===== src/design/udm64_pkg.sv =====
// Shared widths and pipeline types for the unsigned 64-bit divider.
package udm64_pkg;

  // Operand width the divider works on (2..64); port fields stay 64 bits.
  localparam int unsigned WIDTH   = 64;
  localparam int unsigned FIELD_W = 64;
  localparam int unsigned TDATA_W = 2 * FIELD_W;

  // One item in flight: remainder/dividend-quotient shift word plus divisor.
  typedef struct packed {
    logic [2*WIDTH-1:0] rq;   // high half: partial remainder, low half: dividend/quotient
    logic [WIDTH-1:0]   dvsr;
    logic               dz;   // divisor was zero
  } udm64_stage_t;

  // Finished result.
  typedef struct packed {
    logic [WIDTH-1:0] rem;
    logic [WIDTH-1:0] quo;
  } udm64_res_t;

endpackage


===== src/design/udm64_skid.sv =====
// Output register with skid slot; ready toward the pipeline is registered.
module udm64_skid (
  input  logic                  clk,
  input  logic                  rst_n,
  input  logic                  s_valid,
  output logic                  s_ready,
  input  udm64_pkg::udm64_res_t s_data,
  output logic                  m_valid,
  input  logic                  m_ready,
  output udm64_pkg::udm64_res_t m_data
);

  logic                  main_valid_r;
  udm64_pkg::udm64_res_t main_data_r;
  logic                  skid_valid_r;
  udm64_pkg::udm64_res_t skid_data_r;
  logic                  load_main;

  assign s_ready   = ~skid_valid_r;
  assign m_valid   = main_valid_r;
  assign m_data    = main_data_r;
  assign load_main = m_ready | ~main_valid_r;

  always_ff @(posedge clk) begin
    if (!rst_n) begin
      main_valid_r <= 1'b0;
      skid_valid_r <= 1'b0;
    end else if (load_main) begin
      main_valid_r <= skid_valid_r | s_valid;
      skid_valid_r <= 1'b0;
    end else if (s_valid && s_ready) begin
      skid_valid_r <= 1'b1;
    end
  end

  always_ff @(posedge clk) begin
    if (load_main) begin
      main_data_r <= skid_valid_r ? skid_data_r : s_data;
    end else if (s_valid && s_ready) begin
      skid_data_r <= s_data;
    end
  end

  // skid slot only fills behind a held item
  a_skid_behind_main: assert property (@(posedge clk) disable iff (!rst_n)
    skid_valid_r |-> main_valid_r)
    else $error("skid holds an item while output register is empty");

  // an item arriving at a stalled output must be parked, not dropped
  a_park_on_stall: assert property (@(posedge clk) disable iff (!rst_n)
    (s_valid && s_ready && main_valid_r && !m_ready) |=> skid_valid_r)
    else $error("item lost at stalled output");

  // a parked item moves to the output as soon as the output frees up
  a_skid_drains: assert property (@(posedge clk) disable iff (!rst_n)
    (skid_valid_r && m_ready) |=> (main_valid_r && !skid_valid_r))
    else $error("skid item not promoted");

endmodule

===== config.mk =====
export PLATFORM = sky130hd
export DESIGN_NAME = udm64_skid
export DESIGN_NICKNAME = d
export VERILOG_FILES = /design/src/design/udm64_pkg.sv /design/src/design/udm64_skid.sv
export SDC_FILE = /design/constraint.sdc
export NUM_CORES = 1
export LEC_CHECK = 0
export BUFFER_PORTS_ARGS = -buffer_cell sky130_fd_sc_hd__buf_2
export CAP_MARGIN = 15
export CORE_MARGIN = 3
export CORE_UTILIZATION = 30
export CTS_CLUSTER_SIZE = 20
export DETAILED_ROUTE_END_ITERATION = 12
export PLACE_DENSITY_LB_ADDON = 0.25
export SLEW_MARGIN = 10
export SYNTH_ARGS = -nofsm -noshare
export SYNTH_HDL_FRONTEND = slang
export SYNTH_SLANG_ARGS = --single-unit

===== constraint.sdc =====
create_clock -name clk -period 17.02 [get_ports clk]
set_input_delay 3.404 -clock clk [delete_from_list [all_inputs] [get_ports clk]]
set_output_delay 3.404 -clock clk [all_outputs]
set_load 0.01 [all_outputs]

# --- Yosys cells after proc, flatten, opt, wreduce, memory -nomap -nowiden ---
# Index checks and enable logic that the tools add are counted.
op_classes:
  n_mux: 1
  n_bitwise: 6
  n_reduce_logical: 3
op_table:
  columns: ["operator", "count"]
  rows:
  - ["$mux 128", 1]
  - ["$not 1->1", 4]
  - ["$or 1x1->1", 2]
  - ["$reduce_and 2->1", 1]
  - ["$reduce_or 2->1", 1]
  - ["$logic_and 1x1->1", 1]
totals:
  ff_bits: 258

# --- Logic depth before layout (Yosys ltp) ---
# Gate-level depths: netlist of run 1.
depth:
  word_depth: 4
  depth_mapped: 5

# --- Worst setup path after synthesis of run 1 ---
# OpenSTA, ideal clock, no wires.
synth_timing:
  path_type: "input to register"
  startpoint: "input port m_ready"
  endpoint: "register skid_data_r[0] (netlist bit) (enable)"
  setup_ps: 798
  t_arrival_ps: 16197
  path_slack_ps: 26
  path_stages: 2
  n_path_buf: 0
  path_cell_list: "nand2b_1 -> nor3b_1"
synth_via:
  elab_chain_cells: 3
synth_lines:
  columns: ["item", "line", "source"]
  rows:
  - ["start, declared", "udm64_skid.sv:9", "input logic m_ready,"]
  - ["$or 1x1->1", "udm64_skid.sv:22", "assign load_main = m_ready | ~main_valid_r;"]
  - ["$not 1->1 (no source line)", null, null]
  - ["$reduce_and 2->1 (no source line)", null, null]
  - ["end signal, assigned", "udm64_skid.sv:40", "skid_data_r <= s_data;"]
  - ["end, declared", "udm64_skid.sv:16", "udm64_pkg::udm64_res_t skid_data_r;"]
# No other way between the ends.
# A chain may end at the register's enable or synchronous reset.

# --- Worst setup path after layout of run 1 ---
layout_timing:
  startpoint: "input port m_ready"
  endpoint: "register skid_data_r[33] (netlist bit) (enable)"
layout_via:
  elab_chain_cells: 3
layout_lines:
  columns: ["item", "line", "source"]
  rows:
  - ["$or 1x1->1", "udm64_skid.sv:22", null]
  - ["via load_main", "udm64_skid.sv:17", "logic load_main;"]
  - ["$not 1->1 (no source line)", null, null]
  - ["$reduce_and 2->1 (no source line)", null, null]
# The timed path passes the listed nets, and every way through them passes these cells.

==> results.cfg, run 1 <==
[pwr]
p_switching_uw = 290
seq_power_share_pct = 52.6
power_mw = 1.42
p_leak_nw = 4.74
ir_drop_uv = 63.6
switching_share_pct = 20.5
combPwrFrac_pct = 6.9
p_int_mw = 1.13
power_density_mw_per_mm2 = 116
pwr-share-clk_pct = 40.5

[grt]
grt_pass1_wl_mm = 28.7
antenna_found_initial = 3
grt_max_degree = 79
grt_pass1_vias = 4964
grtUsageTotal_pct = 10.6
grt_overflow_total = 0

[clocking]
cts_buffer_depth = 3
htree_levels = 1
clk_latency_ns = 0.52
cts-resized-gates = 0
root_buffer = clkbuf_16
cts_tree = built
clock-sinks = 258
cts_buffers = 29
clk_pin_slew_ns = 0.07
post_cts_buffers = 0
hold_buffers = 0

[yosys]
yosysTopAreaCell = edfxtp_1
synth-xor-area-share_pct = 0
synthAdderAreaFrac_pct = 0
synthMuxAreaShare_pct = 18.2
yosys.area_share.simple_pct = 0.310
synth_top_area_share_pct = 79.3
syn_area_mm2 = 0.00969
ys_ff_latch = 258
synth_nets = 539
avgSynthCellArea_um2 = 23.8
ys_seq_area_share_pct = 79.7
synthTopCellsByArea = edfxtp_1 79%, mux2_4 13%, mux2_2 4.8%
ys_warn_count = 0
netlist_instances = 407
synth_top_family_by_area = multiplexers
synth-compound-area-share_pct = 0.0774
synth_cell_types = 14

[run]
max_cap_viol_count = 0

[routing]
wl_per_cell_um = 17.4
drt-vias-per-instance = 4.25
vias = 4718
totalWireLength_mm = 19.3
route.detailed.drc = 0
drt_iter0_markers = 218
first_pass_iters = 4
ant_nets = 0

[timing]
max_slew.worst_pin.slew_ns = 1.08
fmax_mhz = 173
setup_ws_ns = 11.26
tns_ns = 0
fin_crit_sh_pct = 33.9
final_max_slew_viol_count = 0
min_period_ns = 5.76
setup_viol = 0
hold_viol = 0
relSlewSlack_pct = 28.2
rsz0062_at_grt = no
skew_ns = 0.0115

[final_layout]
layout.nets = 821
n_fill_cell = 2938
ff_latch_area_mm2 = 0.00773
final_common_cell = buf_2
num_antenna_cells = 0
final_cell_mix = 261 x buf_2, 256 x edfxtp_1, 87 x mux2_4
area_growth_syn_to_layout_pct = 26.5
layout-drive-gt1-share_pct = 61.4
multiInputGateArea_mm2 = 0.00182

[placed_design]
pre_cts_slack_ns = 10.59
gp_congestion = 0.755
io_buffers = 261
hpwl_mm = 12.9

[worst_setup_path]
crit_buf_inv = 3
path_class = primary input to flop
cp_slowest_cell = buf_4
worstPathCellList = buf_2 -> nand2b_4 -> nor3b_2 -> buf_4 -> buf_4
cp-start-kind = primary input
cp-end-kind = flop
crit_top_cell = buf_4
critical_path.top_delay_family = buffers and inverters
crit_fanout = 65
critical-path-max-stage-delay_ns = 0.77
cp.required_ns = 17.17
worstPathArrival_ns = 5.91

[die]
initial_core_util_pct = 30.6
core-area_mm2 = 0.0317
std_cell_rows = 65
die_h_um = 186
die_area_mm2 = 0.0345
fp.dieW_um = 186
io-pin-count = 262

[worst_hold_path]
hold_class = flop to flop

[status]
status = completed
-- cell usage after synthesis, drive strengths merged --
cell type and n:
a21boi 1, buf 15, dfxtp 2, edfxtp 256, inv 1, mux2 128
nand2b 1, nor2 1, nor3b 2
-- path summary, 6_finish.rpt --
| path | from | end | slack, ns | cells after the start |
|---|---|---|---|---|
| worst max-delay path | m_ready | skid_data_r[33] | 11.26 | 5 |
| worst min-delay path | skid_data_r[3] | m_data[3] | 0.54 | 1 |
| worst max register to register | m_valid | skid_data_r[33] | 13.92 | 4 |
| worst min register to register | skid_data_r[3] | m_data[3] | 0.54 | 1 |
-- cells by family after synthesis --
| logic type | count (synthesis) |
|---|---|
| AOI/OAI and AO/OA | 1 |
| DFF | 258 |
| buffers and inverters | 16 |
| and+or+nand+nor | 4 |
| muxes | 128 |
-- per-layer routing --
layer	track usage, %	vias up	part of all wire, %	routed length, um
met5	0	-	0.15	28
met1	13.8	2299	42	8060
met4	2.92	6	2.4	467
li1	-	2191	-	-
met3	3.77	34	8.9	1730
met2	16.9	188	47	9020
-- power by group through the flow --
stage	registers, mW	clock network, mW	logic [mW]
detailed placement	0.758	0	0.101
global placement	0.758	0	0.0986
floorplan	0.775	0	0.0355
global route	0.748	0.622	0.107
CTS	0.745	0.596	0.101
finish	0.745	0.574	0.0978
-- through the flow --
stage	hold slack (ns)	util [%]	std cells	area [um^2]
after global placement	0.530	35.9	1060	11400
after CTS	0.540	38.7	1109	12300
after detailed placement	0.533	35.9	1060	11400
final	0.541	38.7	1109	12300
after global routing	0.551	38.7	1109	12300
after floorplan	0.523	-	407	9690
-- worst register-to-register path, cell delays in order (launching register included) --
cell and delay (ns):
dfxtp_1 0.37, nand2b_4 0.42, nor3b_2 0.32, buf_4 0.67, buf_4 0.85
-- final cells by class --
cell class | instances | share of cell area (%)
inverters | 1 | 0.0306
clock buffers | 40 | 6.25
repair buffers | 266 | 11.0
well taps | 402 | 4.10
multi-input cells | 133 | 14.8
flip-flops and latches | 258 | 63.0
clock inverters | 9 | 0.786
-- registers in the layout, summed over array words and instances (netlist names) --
signal / count
skid_data_r: 128
m_data: 128
skid_valid_r: 1
m_valid: 1
(Power assumes the default switching activity.)
==> run 2, diff against run 1 <==
- ABC_AREA: unset -> 1
- clock period: 17.02 -> 5.21 ns (I/O delays scaled with it)
==> run 2 against run 1 <==
Against the previous run:
- area after synthesis fell by 2.5%
- critical endpoint is now s_ready
- power increased to 3.3 times the previous value
- flip-flop and latch count stayed put
- wire length grew 10%
- first-iteration DRC count grew 40%
- sequential share of layout area rose by 1.4 points
- combinational power increased to 3.2 times the previous value
- cell area decreased by 2.2%
==> results.cfg, run 2 <==
[status]
status = completed

[routing]
totalWireLength_mm = 21.3
drt_iter0_markers = 306
route.detailed.drc = 0
drt-vias-per-instance = 4.16
vias = 5684
ant_nets = 0
wl_per_cell_um = 15.6
first_pass_iters = 4

[worst_setup_path]
cp-endpoint = s_ready
cp.depth = 2
cp_slowest_cell = inv_4
path_class = flop to primary output
cp-end-kind = primary output
cp.required_ns = 4.17
timing.rr.start = skid_valid_r
crit_fanout = 75
worstPathCellList = inv_4 -> buf_2
crit_start = skid_valid_r
worstPathArrival_ns = 1.99
critical-path-max-stage-delay_ns = 0.65
crit_buf_inv = 2
critical_path.top_delay_family = buffers and inverters
rrSetupSlack_ns = 2.34
reg2reg_depth = 4
cp-start-kind = flop
reg2reg_to = skid_data_r[88]

[final_layout]
layout.nets = 1081
final_cell_mix = 386 x nand2_1, 261 x buf_2, 256 x edfxtp_1
n_fill_cell = 3019
multiInputGateArea_mm2 = 0.00150
final_common_cell = nand2_1
layout-drive-gt1-share_pct = 32.2
postLayoutCellArea_mm2 = 0.0120
ff_latch_area_mm2 = 0.00773
area_growth_syn_to_layout_pct = 26.9

[run]
max_cap_viol_count = 0

[die]
die_h_um = 183
core-area_mm2 = 0.0308
die_area_mm2 = 0.0337
fp.dieW_um = 183
std_cell_rows = 64
io-pin-count = 262
initial_core_util_pct = 30.7

[placed_design]
hpwl_mm = 13.3
gp_congestion = 0.747
io_buffers = 261
placed_cell_area_mm2 = 0.0111

[grt]
grtUsageTotal_pct = 12.0
antenna_found_initial = 6
grt_overflow_total = 0
grt_max_degree = 88
grt_pass1_wl_mm = 31.9
grt_pass1_vias = 5466

[timing]
relSlewSlack_pct = 23.7
hold_viol = 0
skew_ns = 0.00923
fin_crit_sh_pct = 58.1
setup_viol = 0
rsz0062_at_grt = no
tns_ns = 0
fmax_mhz = 330
max_slew.worst_pin.slew_ns = 1.14
min_period_ns = 3.03
final_max_slew_viol_count = 0

[pwr]
power_density_mw_per_mm2 = 395
ir_drop_uv = 208
p_leak_nw = 5.12

[clocking]
cts_tree = built
clock-sinks = 258
htree_levels = 1
clk_latency_ns = 0.53
cts-resized-gates = 0
post_cts_buffers = 0
cts_buffers = 29
cts_buffer_depth = 3
hold_buffers = 0
root_buffer = clkbuf_16
clk_pin_slew_ns = 0.06

[yosys]
ys_top_cells_by_count = 387 x nand2_1, 256 x edfxtp_1, 11 x buf_4, 11 x buf_6, 7 x buf_2
synth_top_area_share_pct = 81.3
synth_cell_types = 11
netlist_instances = 681
synth_nets = 813
avgSynthCellArea_um2 = 13.9
async_flop_share_pct = 0
synth_edf_count = 256
ys.flop_type = edfxtp_1
syn_area_mm2 = 0.00945
synthTopCellsByArea = edfxtp_1 81%, nand2_1 15%, buf_6 1.3%
ys_ff_latch = 258
ys_seq_area_share_pct = 81.8
synth.most_common_cell = nand2_1
yosysTopAreaCell = edfxtp_1
ys_warn_count = 0

[worst_hold_path]
hold_class = flop to flop
[run 2: worst min-delay path by stage]
stage | cells after the start | startpoint | endpoint | slack (ns)
after floorplan | 2 | skid_data_r[0] | m_data[0] | 0.49
after global placement | 2 | skid_data_r[26] | m_data[26] | 0.50
after detailed placement | 2 | skid_data_r[98] | m_data[98] | 0.50
after CTS | 2 | skid_data_r[125] | m_data[125] | 0.51
after global routing | 2 | skid_data_r[63] | m_data[63] | 0.53
final | 2 | skid_data_r[124] | m_data[124] | 0.51
[run 2: per-layer routing]
layer / vias up / GRT usage, % / part of all wire (%)
met5: - / 0 / 0.29
met4: 10 / 3.23 / 2.5
met3: 40 / 3.92 / 8.4
met2: 214 / 18.1 / 44
met1: 2580 / 16.9 / 45
li1: 2840 / - / -
[run 2: metrics by stage]
step	worst slack, ns	power (mW)	util [%]	hold slack, ns	instances
after floorplan	0.792	2.63	-	0.494	681
after global placement	2.04	2.82	35.9	0.498	1314
after detailed placement	2.03	2.82	35.9	0.503	1314
after CTS	2.13	4.81	38.9	0.514	1366
after global routing	2.03	4.94	38.9	0.529	1367
final	2.18	4.73	38.9	0.513	1367
[run 2: cells by family after synthesis]
family / after synthesis / synth area share (%)
AO/OA/AOI/OAI: 1 / 0.0529
flip-flops: 258 / 81.8
AND/OR/NAND/NOR: 391 / 15.5
buffers and inverters: 31 / 2.63
[run 2: final cells by class]
cell class                 count  area share [%]
antenna                        1          0.0209
clock buffer                  32            6.14
clock inverter                20            1.46
inverter                       2          0.0835
multi-input combinational    392            12.5
sequential                   258            64.5
tap                          396            4.13
timing repair buffer         266            11.2
[run 2: worst register-to-register path, cell delays in order (launching register included)]
cell and delay, ns:
dfxtp_4 0.51, inv_4 0.65, nand2_1 0.22, nor2_4 0.15
buf_4 0.79
[run 2: report_power, final]
part / total [mW] / internal (mW) / switching, mW
logic: 0.313 / 0.119 / 0.194
clock network: 1.96 / 1.16 / 0.803
registers: 2.45 / 2.42 / 0.0358
total: 4.73 / 3.70 / 1.03
