### src/design/udm64_pkg.sv
// Shared widths and pipeline types for the unsigned 64-bit divider.
package udm64_pkg;

  // Operand width the divider works on (2..64); port fields stay 64 bits.
  localparam int unsigned WIDTH   = 64;
  localparam int unsigned FIELD_W = 64;
  localparam int unsigned TDATA_W = 2 * FIELD_W;

  // One item in flight: remainder/dividend-quotient shift word plus divisor.
  typedef struct packed {
    logic [2*WIDTH-1:0] rq;   // high half: partial remainder, low half: dividend/quotient
    logic [WIDTH-1:0]   dvsr;
    logic               dz;   // divisor was zero
  } udm64_stage_t;

  // Finished result.
  typedef struct packed {
    logic [WIDTH-1:0] rem;
    logic [WIDTH-1:0] quo;
  } udm64_res_t;

endpackage

### src/design/udm64_stage.sv
// One restoring division step with its pipeline register.
module udm64_stage (
  input  logic                    clk,
  input  logic                    rst_n,
  input  logic                    en,
  input  logic                    valid_in,
  input  udm64_pkg::udm64_stage_t data_in,
  output logic                    valid_r,
  output udm64_pkg::udm64_stage_t data_r
);

  localparam int unsigned W = udm64_pkg::WIDTH;

  logic                    carry;
  logic [W-1:0]            rem_sh;
  logic [W:0]              trial;
  logic                    take;
  udm64_pkg::udm64_stage_t data_nxt;

  // Shift remainder left by one, bring in the next dividend bit, try subtract.
  always_comb begin
    carry    = data_in.rq[2*W-1];
    rem_sh   = data_in.rq[2*W-2:W-1];
    trial    = {1'b0, rem_sh} - {1'b0, data_in.dvsr};
    take     = carry | ~trial[W];
    data_nxt = data_in;
    data_nxt.rq[2*W-1:W] = take ? trial[W-1:0] : rem_sh;
    data_nxt.rq[W-1:0]   = {data_in.rq[W-2:0], take};
  end

  always_ff @(posedge clk) begin
    if (!rst_n) begin
      valid_r <= 1'b0;
    end else if (en) begin
      valid_r <= valid_in;
    end
  end

  always_ff @(posedge clk) begin
    if (en) begin
      data_r <= data_nxt;
    end
  end

endmodule

### config.mk
export PLATFORM = sky130hd
export DESIGN_NAME = udm64_stage
export DESIGN_NICKNAME = d
export VERILOG_FILES = /design/src/design/udm64_pkg.sv /design/src/design/udm64_stage.sv
export SDC_FILE = /design/constraint.sdc
export NUM_CORES = 1
export LEC_CHECK = 0
export ABC_AREA = 1
export BUFFER_PORTS_ARGS = -buffer_cell sky130_fd_sc_hd__buf_2
export CAP_MARGIN = 20
export CORE_ASPECT_RATIO = 0.6
export CORE_MARGIN = 2
export CORE_UTILIZATION = 40
export DETAILED_ROUTE_END_ITERATION = 10
export HOLD_SLACK_MARGIN = 0.08
export REMOVE_ABC_BUFFERS = 1
export SETUP_SLACK_MARGIN = 0.2
export SKIP_CTS_REPAIR_TIMING = 1
export SLEW_MARGIN = 20
export SYNTH_ARGS = -nofsm -noshare
export SYNTH_HDL_FRONTEND = slang
export SYNTH_SLANG_ARGS = --single-unit
### constraint.sdc
create_clock -name clk -period 4.4 [get_ports clk]
set_input_delay 0 -clock clk [delete_from_list [all_inputs] [get_ports clk]]
set_output_delay 0 -clock clk [all_outputs]
set_load 0.01 [all_outputs]
[Yosys cells after proc, flatten, opt, wreduce, memory -nomap -nowiden]
Cells that the tools add are included.
Word-level totals
  register bits after elaboration: 194
  input bits: 197
  output and inout bits: 194
  word-level logic and storage cells: 8
Cells by class
  $add $sub $neg: 1
  mux-type cells: 1
  bitwise gates (word level): 2
Operators by type and width (number)
  subtractor 64 x 64 -> 65 bit: 1
  two-way mux 64 bit: 1
  inverter 1 bit: 1
  OR 1 bit: 1

[Logic depth before layout (Yosys ltp)]
Gate-level depths: netlist (run 1).
  depth after elaboration: 4
  gate-level depth with buffers: 18
  mapped depth without buffers: 17

[Least setup slack after synthesis (run 1)]
OpenSTA, ideal clock, no wires.
  path type: input to register
  start point: input data_in[128] (netlist name)
  end point: register data_r[184] (netlist name) (data pin)
  setup time: 0.253 ns
  arrival time: 1.678 ns
  data required time: 4.147 ns
  setup slack: 2.469 ns
  cell stages on the path: 16
  path buffers: 1
  cells stage by stage: inv_1 ha_1 fa_1 inv_1 nand3_1 nand2_2 nand2_2 nand2_4 nand2_2 nand2_4 nand3_1 nand3_1 nand2_2 buf_2 nand3_1 nand2_1
RTL lines
  from (decl): line udm64_stage.sv:7  | input udm64_pkg::udm64_stage_t data_in,
  to (signal assigned): line udm64_stage.sv:41  | data_r <= data_nxt;
  to (decl): line udm64_stage.sv:9  | output udm64_pkg::udm64_stage_t data_r

==> out/qor.yml, run 1 <==
setup_path:
  crit_type: "in2reg"
  cp_cell_sequence: "dlygate4sd3_1 > buf_2 > ha_1 > fa_1 > inv_1 > nand3_1 > nand2_2 > nand2_2 > nand2_4 > nand2_2 > nand2_4 > nand2_2 > nand2_2 > nand2_2 > nand3_4 > buf_4 > nand3_1 > nand2_1"
  cp-end-kind: "flop"
  cp_slowest_cell: "dlygate4sd3_1"
  slowest_delay_ns: 0.53
  required_ns: 4.74
  arrival_ns: 3.39
  crit_fanout: 43
  crit_family: "simple AND/OR/NAND/NOR gates"
  timing.rr.start: "valid_r$_SDFFE_PN0P_"
  startpoint: "data_in[1]"
  path_buf_inv: 4
  cp-start-kind: "input pin"
  cp_common_cell: "nand2_2"
synth:
  synth_top_area_cell: "edfxtp_1"
  synth_ff_type: "edfxtp_1"
  synth_area_leaders: "edfxtp_1 (44%), nand2_1 (20%), inv_1 (12%), ha_1 (6.1%), nand3_1 (5.5%)"
  synth-async-reset-ratio: 0
  ys_seq_area_frac: 0.4436
  synth_warnings: 0
  synth_top_area_share: 0.4421
  synth_area_mm2: 0.01311
  synth_cells: 1792
  yosys-top-cells-count: "nand2_1 (699), inv_1 (404), edfxtp_1 (193), nand3_1 (145), nor2_1 (109)"
  synth_most_common_cell: "nand2_1"
  syn_avg_cell_area_um2: 7.315
  ys_ff_latch: 194
  ys_types: 34
  synth_edf_count: 193
cells_and_area:
  diodes: 0
  areaGrowthSynthToFinish_pct: 37.62
  finalNetCount: 2643
  utilization: 0.5576
  final_area_mm2: 0.01804
  drive_gt1_frac: 0.1992
sta:
  grt_setup_unrepaired: "false"
  clock_skew_ns: 0
  hold_ws_ns: 0.1138
  max_freq_ghz: 0.3275
  relSlewSlack: 0.3989
  tightest_slew_ns: 0.8947
  drv_slew: 0
  period_share: 0.6939
  setup_viol: 0
  min_period_ns: 3.053
  hold_violations: 0
  timing.setup.tns_ns: 0
floorplan:
  coreArea_mm2: 0.03235
  die_w_um: 237.7
  dieArea_mm2: 0.03428
  rows: 51
  fp.dieH_um: 144.2
  initial_core_util: 0.4052
  pin_count: 391
drt:
  first_pass_iters: 7
  dr_total_vias: 13290
  via_per_inst: 4.716
  first_iter_violations: 1237
  drc_errors: 0
  routed_wl_um: 49060
  routedWlPerCell_um: 17.41
  drt.antenna.violating_nets: 0
cts:
  clockRootBuffer: "clkbuf_16"
  clockBufferDepth: 2
  cts_buffers: 17
  htreeDepth: 4
  cts_tree: "built"
  cts_num_sinks: 194
  clk_pin_slew_worst_paths_ns: 0.08
  clk_latency_ns: 0.46
power:
  p_clk_frac: 0.282
  comb_power_share: 0.298
  p_sw_mw: 1.883
  ir_drop_mv: 0.2573
  power_density_mw_per_mm2: 305.9
  p_leak_nw: 9.776
  p_seq_frac: 0.420
  p_int_mw: 3.636
  p_sw_frac: 0.3412
hold_path:
  hold_path_class: "in2reg"
  min-delay-start: "en"
grt:
  grt_antenna_before_repair: 0
  grt_pass1_vias: 11460
  grt_overflow: 0
  grt_max_degree: 93
  grt_usage: 0.2698
  grt_pass1_wl_um: 68300
placement:
  portBuffers: 390
  postPlaceCellArea_mm2: 0.01552
  hpwl_um: 38630
  gp_congestion: 0.9678
flow_run:
  maxCapViolCount: 0
run_status:
  status: "completed"
==> metal layers <==
| metal | track usage | vias to the layer above | wire length (um) |
|---|---|---|---|
| met2 | 0.3516 | 474 | 19550 |
| met5 | 0 | - | 0 |
| li1 | - | 6677 | - |
| met1 | 0.4394 | 6119 | 25260 |
| met4 | 0.04336 | 0 | 284 |
| met3 | 0.06585 | 20 | 3966 |
==> power groups by stage <==
stage | registers [mW] | logic (mW) | clock network, mW
global route | 2.33 | 1.81 | 1.65
finish | 2.32 | 1.65 | 1.56
CTS | 2.31 | 1.49 | 1.59
global placement | 2.35 | 1.48 | 0
detailed placement | 2.35 | 1.48 | 0
floorplan | 2.47 | 0.729 | 0
==> cells by family after synthesis <==
group | share of synthesized area
simple gates | 0.3260
buf+inv | 0.1289
flops | 0.4436
fa+ha+maj | 0.06261
compound gates | 0.01813
xor+xnor | 0.02071
==> placed cells by master, fill, tap and decap left out, drive strengths merged <==
cell	n
xnor2	1
ha	64
nor2	120
dlygate4sd3	194
dfxtp	1
fa	1
buf	394
and3	2
edfxtp	193
nor3	10
nor3b	1
nand3	156
o21ai	3
inv	419
clkinv	7
nor4	3
o21bai	1
clkbuf	19
clkinvlp	3
xor2	30
nand4	17
and2	2
nand2	711
nand3b	2
a21oi	40
==> path summary, 6_finish.rpt <==
kind	to	slack, ns	cells after the start
setup / recovery	data_r[165]$_DFFE_PP_	1.35	18
hold / removal	data_r[100]$_DFFE_PP_	0.11	1
setup reg to reg	valid_r$_SDFFE_PN0P_	3.19	3
hold reg to reg	valid_r$_SDFFE_PN0P_	1.11	3
==> registers in the layout (all words and copies together) (netlist names) <==
| register | cells |
|---|---|
| data_r | 193 |
| valid_r | 1 |
==> per-stage QoR <==
step	setup slack, ns	power (mW)	std cells
after floorplan	1.389	3.196	1773
after global placement	1.501	3.829	2592
after global routing	1.125	5.803	2818
final	1.347	5.518	2818
after CTS	1.923	5.400	2624
after detailed placement	1.430	3.838	2592
==> area by class of cell <==
cell class	instances	area, um^2
Inverter	415	1558
Tap cell	424	530.5
Multi-Input combinational cell	1164	5609
Fill cell	3136	14310
Clock buffer	18	429.2
Sequential cell	194	5816
Timing Repair Buffer	589	3953
Clock inverter	14	145.1
(Power assumes the default switching activity.)
==> inputs of run 2 (changes only) <==
- PLACE_DENSITY: unset -> 0.67
- clock period: 4.4 -> 2.5 ns (I/O delays scaled with it)
==> out/qor.yml, run 2 (synthesis gave the netlist of run 1 again) <==
cells_and_area:
  most-common-layout-cells: "nand2_1 (699), inv_1 (404), buf_2 (389), dlygate4sd3_1 (194), edfxtp_1 (193)"
  diodes: 0  # unchanged
  drive_gt1_frac: 0.2152  # +0.01592
  finalNetCount: 2689  # +1.7%
  largest-register: "data_r"
  reg.largest.list: "data_r (193), valid_r (1)"
  utilization: 0.5723  # +0.01473
  nFillCells: 3076  # -1.9%
  largest_reg_flops: 193  # unchanged
  layout_commonest_cell: "nand2_1"
  areaGrowthSynthToFinish_pct: 41.25
setup_path:
  cp-end-kind: "flop"
  crit_type: "in2reg"
  path_buf_inv: 3  # -1
  ff2ff_setup_slack_ns: 1.30  # -1.89 ns
  crit_family: "compound AO/OA/AOI/OAI gates"
  slowest_delay_ns: 0.53  # about the same
  cp_slowest_cell: "dlygate4sd3_1"
  cp_cell_sequence: "dlygate4sd3_1 > buf_2 > inv_1 > ha_1 > a21oi_1 > o21bai_1 > a21oi_1 > nand2_1 > a21oi_1 > nand3_1 > nand3_1 > nand2_1"
  required_ns: 2.73  # -2.01 ns
  arrival_ns: 2.41  # -0.98 ns
  crit_fanout: 5  # -88%
  cp-start-kind: "input pin"
  cp_common_cell: "a21oi_1"
sta:
  drv_slew: 0  # unchanged
  max_freq_ghz: 0.4588
  min_period_ns: 2.180
  hold_ws_ns: 0.04526  # -0.06851 ns
  relSlewSlack: 0.5709  # +0.1719
  grt_setup_unrepaired: "false"
  clock_skew_ns: 0  # unchanged
  hold_violations: 0  # unchanged
  tightest_slew_ns: 0.6388  # -0.2559 ns
  period_share: 0.8719
  setup_viol: 0  # unchanged
drt:
  drc_errors: 0  # unchanged
  routedWlPerCell_um: 17.96  # +3.2%
  first_iter_violations: 1238  # +0.081%
  dr_total_vias: 13670  # +2.8%
  drt.antenna.violating_nets: 0  # unchanged
  first_pass_iters: 6  # -1
  routed_wl_um: 51450  # +4.9%
  via_per_inst: 4.771  # +1.2%
cts:
  cts_num_sinks: 194  # unchanged
  clk_latency_ns: 0.47  # about the same
  clockBufferDepth: 2  # unchanged
  clk_pin_slew_worst_paths_ns: 0.08  # about the same
  cts_buffers: 17  # unchanged
  clockRootBuffer: "clkbuf_16"
  cts_tree: "built"
  htreeDepth: 4  # unchanged
floorplan:
  pin_count: 391  # unchanged
  coreArea_mm2: 0.03235  # unchanged
  fp.dieH_um: 144.2  # unchanged
  rows: 51  # unchanged
  dieArea_mm2: 0.03428  # unchanged
  initial_core_util: 0.4052  # unchanged
  die_w_um: 237.7  # unchanged
power:
  power_mw: 9.981  # +81%
  power_density_mw_per_mm2: 539.0  # +76%
  ir_drop_mv: 0.4776  # +86%
  p_leak_nw: 10.06  # +2.9%
grt:
  grt_overflow: 0  # unchanged
  grt-busiest-layer: "met1"
  grt_pass1_vias: 11480  # +0.17%
  grt_max_degree: 62  # -33%
  met1_usage: 0.4538  # +0.01444
  grt_usage: 0.2769  # +0.007103
  grt_util_met2: 0.3547  # +0.003078
  use_met3: 0.06967  # +0.003818
  grt_antenna_before_repair: 1  # +1
  grt_pass1_wl_um: 69770  # +2.1%
placement:
  gp_congestion: 0.9760  # +0.85%
  portBuffers: 390  # unchanged
  hpwl_um: 40640  # +5.2%
run_status:
  status: "completed"
hold_path:
  hold_path_class: "in2reg"
flow_run:
  maxCapViolCount: 0  # unchanged
-- run 2: cell types whose count changed in the layout (fill, tap and decap cells not counted), sizes merged --
cell	delta
buf	+46
clkinv	+2
clkinvlp	-2
clkbuf	-1
inv	+1
-- run 2: per-stage QoR --
step | setup TNS, ns | cell area [um^2] | cells | setup slack [ns]
2_1_floorplan | -31.13 | 12980 | 1773 | -0.5106
3_3_place_gp | 0 | 15960 | 2638 | 0.005252
3_5_place_dp | -0.01461 | 15960 | 2638 | -0.01014
4_1_cts | 0 | 16570 | 2670 | 0.4855
5_1_grt | 0 | 18520 | 2864 | 0.2264
6_report | 0 | 18520 | 2864 | 0.3203
-- run 2: final cells by class --
| cell class | instances | area [um^2] | share of cell area |
|---|---|---|---|
| tap | 424 | 530.5 | 0.02865 |
| inverter | 415 | 1558 | 0.08413 |
| sequential | 194 | 5816 | 0.3141 |
| timing repair buffer | 635 | 4385 | 0.2368 |
| clock buffer | 17 | 425.4 | 0.02297 |
| multi-input combinational | 1164 | 5617 | 0.3033 |
| clock inverter | 15 | 185.2 | 0.01000 |
-- run 2: worst paths after layout --
path / from / to / depth (start not counted)
hold reg to reg: valid_r$_SDFFE_PN0P_ / valid_r$_SDFFE_PN0P_ / 3
setup / recovery: data_in[59] / data_r[190]$_DFFE_PP_ / 12
setup reg to reg: valid_r$_SDFFE_PN0P_ / valid_r$_SDFFE_PN0P_ / 3
hold / removal: data_in[1] / data_r[129]$_DFFE_PP_ / 5
-- run 2: worst register-to-register path, stage by stage, from the launching register on --
cell and delay [ns]:
dfxtp_1 0.32, o21ai_0 0.18, a21oi_1 0.05, dlygate4sd3_1 0.55
-- run 2: power by group --
| group | switching, mW | total, mW | internal (mW) |
|---|---|---|---|
| Sequential | 0.0958 | 4.09 | 3.99 |
| Combinational | 1.87 | 3.06 | 1.19 |
| Clock | 1.48 | 2.83 | 1.36 |
-- run 2: layer usage --
metal,share of wire,up-vias
met3,0.089,28
met4,0.0068,0
met2,0.39,526
met5,0,-
li1,-,6781
met1,0.51,6330
==> inputs of run 3 (changes only) <==
==> constraint.sdc (replaced) <==
create_clock -name clk -period 2.5 [get_ports clk]
set_input_delay 0.5 -clock clk [delete_from_list [all_inputs] [get_ports clk]]
set_output_delay 0.5 -clock clk [all_outputs]
set_load 0.01 [all_outputs]
==> out/qor.yml, run 3 (synthesis gave the netlist of run 1 again) <==
power:
  p_seq_frac: 0.395  # -0.014
  p_leak_nw: 10.56  # +4.9%
  p_sw_frac: 0.3439  # -0.001737
  power_density_mw_per_mm2: 536.5  # -0.47%
  comb_power_share: 0.332  # +0.025
  p_clk_frac: 0.273  # -0.011
  ir_drop_mv: 0.4925  # +3.1%
  p_int_mw: 6.786  # +3.9%
  p_sw_mw: 3.556  # +3.1%
drt:
  first_pass_iters: 5  # -1
  drc_errors: 0  # unchanged
  routed_wl_um: 52560  # +2.2%
  routedWlPerCell_um: 18.10  # +0.75%
  drt.antenna.violating_nets: 0  # unchanged
  first_iter_violations: 1191  # -3.8%
  dr_total_vias: 13890  # +1.7%
  via_per_inst: 4.784  # +0.26%
cts:
  clk_pin_slew_worst_paths_ns: 0.09  # about the same
  clockRootBuffer: "clkbuf_16"
  clk_latency_ns: 0.46  # about the same
  htreeDepth: 4  # unchanged
  cts_tree: "built"
  cts_buffers: 17  # unchanged
  clockBufferDepth: 2  # unchanged
  cts_num_sinks: 194  # unchanged
floorplan:
  initial_core_util: 0.4052  # unchanged
  coreArea_mm2: 0.03235  # unchanged
  pin_count: 391  # unchanged
  dieArea_mm2: 0.03428  # unchanged
  fp.dieH_um: 144.2  # unchanged
  rows: 51  # unchanged
  die_w_um: 237.7  # unchanged
sta:
  drv_slew: 0  # unchanged
  clock_skew_ns: 0  # unchanged
  relSlewSlack: 0.7394  # +0.1685
  hold_violations: 0  # unchanged
  period_share: 0.9234  # +0.05149
  setup_viol: 0  # unchanged
  max_freq_ghz: 0.4332  # -5.6%
  tightest_slew_ns: 0.3909  # -0.2479 ns
  layout_setup_ws_ns: 0.1916  # -0.1287 ns
  grt_setup_unrepaired: "false"
  min_period_ns: 2.308  # +0.1287 ns
grt:
  grt_antenna_before_repair: 0  # -1
  grt_pass1_wl_um: 71990  # +3.2%
  grt_max_degree: 43  # -31%
  grt_overflow: 0  # unchanged
  grt_usage: 0.2819  # +0.005050
  grt_pass1_vias: 12440  # +8.4%
setup_path:
  crit_type: "in2reg"
  required_ns: 2.72  # about the same
  ff2ff_setup_slack_ns: 1.87  # +0.57 ns
  crit_fanout: 8  # +3
  cp-end-kind: "flop"
  timing.rr.start: "valid_r$_SDFFE_PN0P_"
  cp-start-kind: "input pin"
  worstReg2RegEnd: "valid_r$_SDFFE_PN0P_"
  arrival_ns: 2.52  # +0.11 ns
  reg2reg_depth: 2  # -1
cells_and_area:
  most-common-layout-cells: "nand2_1 (663), inv_1 (399), buf_2 (389), buf_4 (262), edfxtp_1 (193)"
  largest-register: "data_r"
  final_cells: 2904  # +1.4%
  finalNetCount: 2729  # +1.5%
  final_area_mm2: 0.01928  # +4.1%
  areaGrowthSynthToFinish_pct: 47.05
  largest_reg_flops: 193  # unchanged
  reg.largest.list: "data_r (193), valid_r (1)"
  drive_gt1_frac: 0.3532  # +0.1381
  diodes: 0  # unchanged
  layout_commonest_cell: "nand2_1"
placement:
  postPlaceCellArea_mm2: 0.01755  # +10%
  portBuffers: 390  # unchanged
  gp_congestion: 0.9612  # -1.5%
  dpl.cell_count: 2849  # +8.0%
  hpwl_um: 41120  # +1.2%
  place_ws_ns: -0.3374  # -0.3273 ns
flow_run:
  maxCapViolCount: 0  # unchanged
hold_path:
  hold_path_class: "in2reg"
  hold_depth: 1  # -4
  min-delay-start: "data_in[74]"
  whs_endpoint: "data_r[75]$_DFFE_PP_"
run_status:
  status: "completed"
[run 3: layout make-up]
cell class,instances,area [um^2]
repair buffers,675,4370
fillers,3021,13080
multi-input cells,1164,6412
inverters,415,1558
clock inverters,15,163.9
flip-flops and latches,194,5816
clock buffers,17,425.4
well taps,424,530.5
[run 3: power groups by stage]
stage	Combinational, mW	Sequential (mW)	Clock, mW
6_report	3.43	4.08	2.82
4_1_cts	3.11	4.09	2.87
5_1_grt	3.73	4.12	2.98
2_1_floorplan	1.28	4.34	0
3_5_place_dp	3.10	4.15	0
3_3_place_gp	3.05	4.15	0
[run 3: worst max-delay path, cell delays in order]
cell and delay (ns):
buf_2 0.11, inv_1 0.06, ha_2 0.38, nand2_2 0.11, nor2_4 0.20, inv_2 0.09, nor2_2 0.12, nand2_1 0.06
nand2_1 0.14, nand2_2 0.10, nand3_4 0.13, nand2_8 0.14, clkbuf_16 0.22, nand3_1 0.08, nand2_1 0.06
[run 3: layer usage]
metal / vias up / share of wire / wire length [um] / track usage
li1: 6853 / - / - / -
met1: 6417 / 0.49 / 25800 / 0.4500
met2: 589 / 0.40 / 20810 / 0.3818
met3: 33 / 0.10 / 5452 / 0.06719
met4: 0 / 0.0093 / 489 / 0.04270
met5: - / 0 / 0 / 0
[run 3: worst max path at each step]
stage | start | endpoint | depth (start not counted)
final | data_in[29] | data_r[136]$_DFFE_PP_ | 15
after global routing | data_in[28] | data_r[134]$_DFFE_PP_ | 19
after CTS | data_in[1] | data_r[162]$_DFFE_PP_ | 16
after detailed placement | data_in[44] | data_r[190]$_DFFE_PP_ | 14
after global placement | data_in[44] | data_r[190]$_DFFE_PP_ | 14
after floorplan | data_in[56] | data_r[161]$_DFFE_PP_ | 10
[run 3: stage by stage]
stage | TNS, ns | hold WS [ns] | total power [mW] | utilization
6_report | 0 | 0.1983 | 10.34 | 0.5958
3_3_place_gp | -12.34 | 0.5314 | 7.202 | 0.5426
5_1_grt | 0 | 0.1813 | 10.83 | 0.5958
4_1_cts | 0 | 0.1830 | 10.07 | 0.5608
2_1_floorplan | -62.29 | 0.5553 | 5.624 | -
3_5_place_dp | -18.47 | 0.5280 | 7.248 | 0.5426
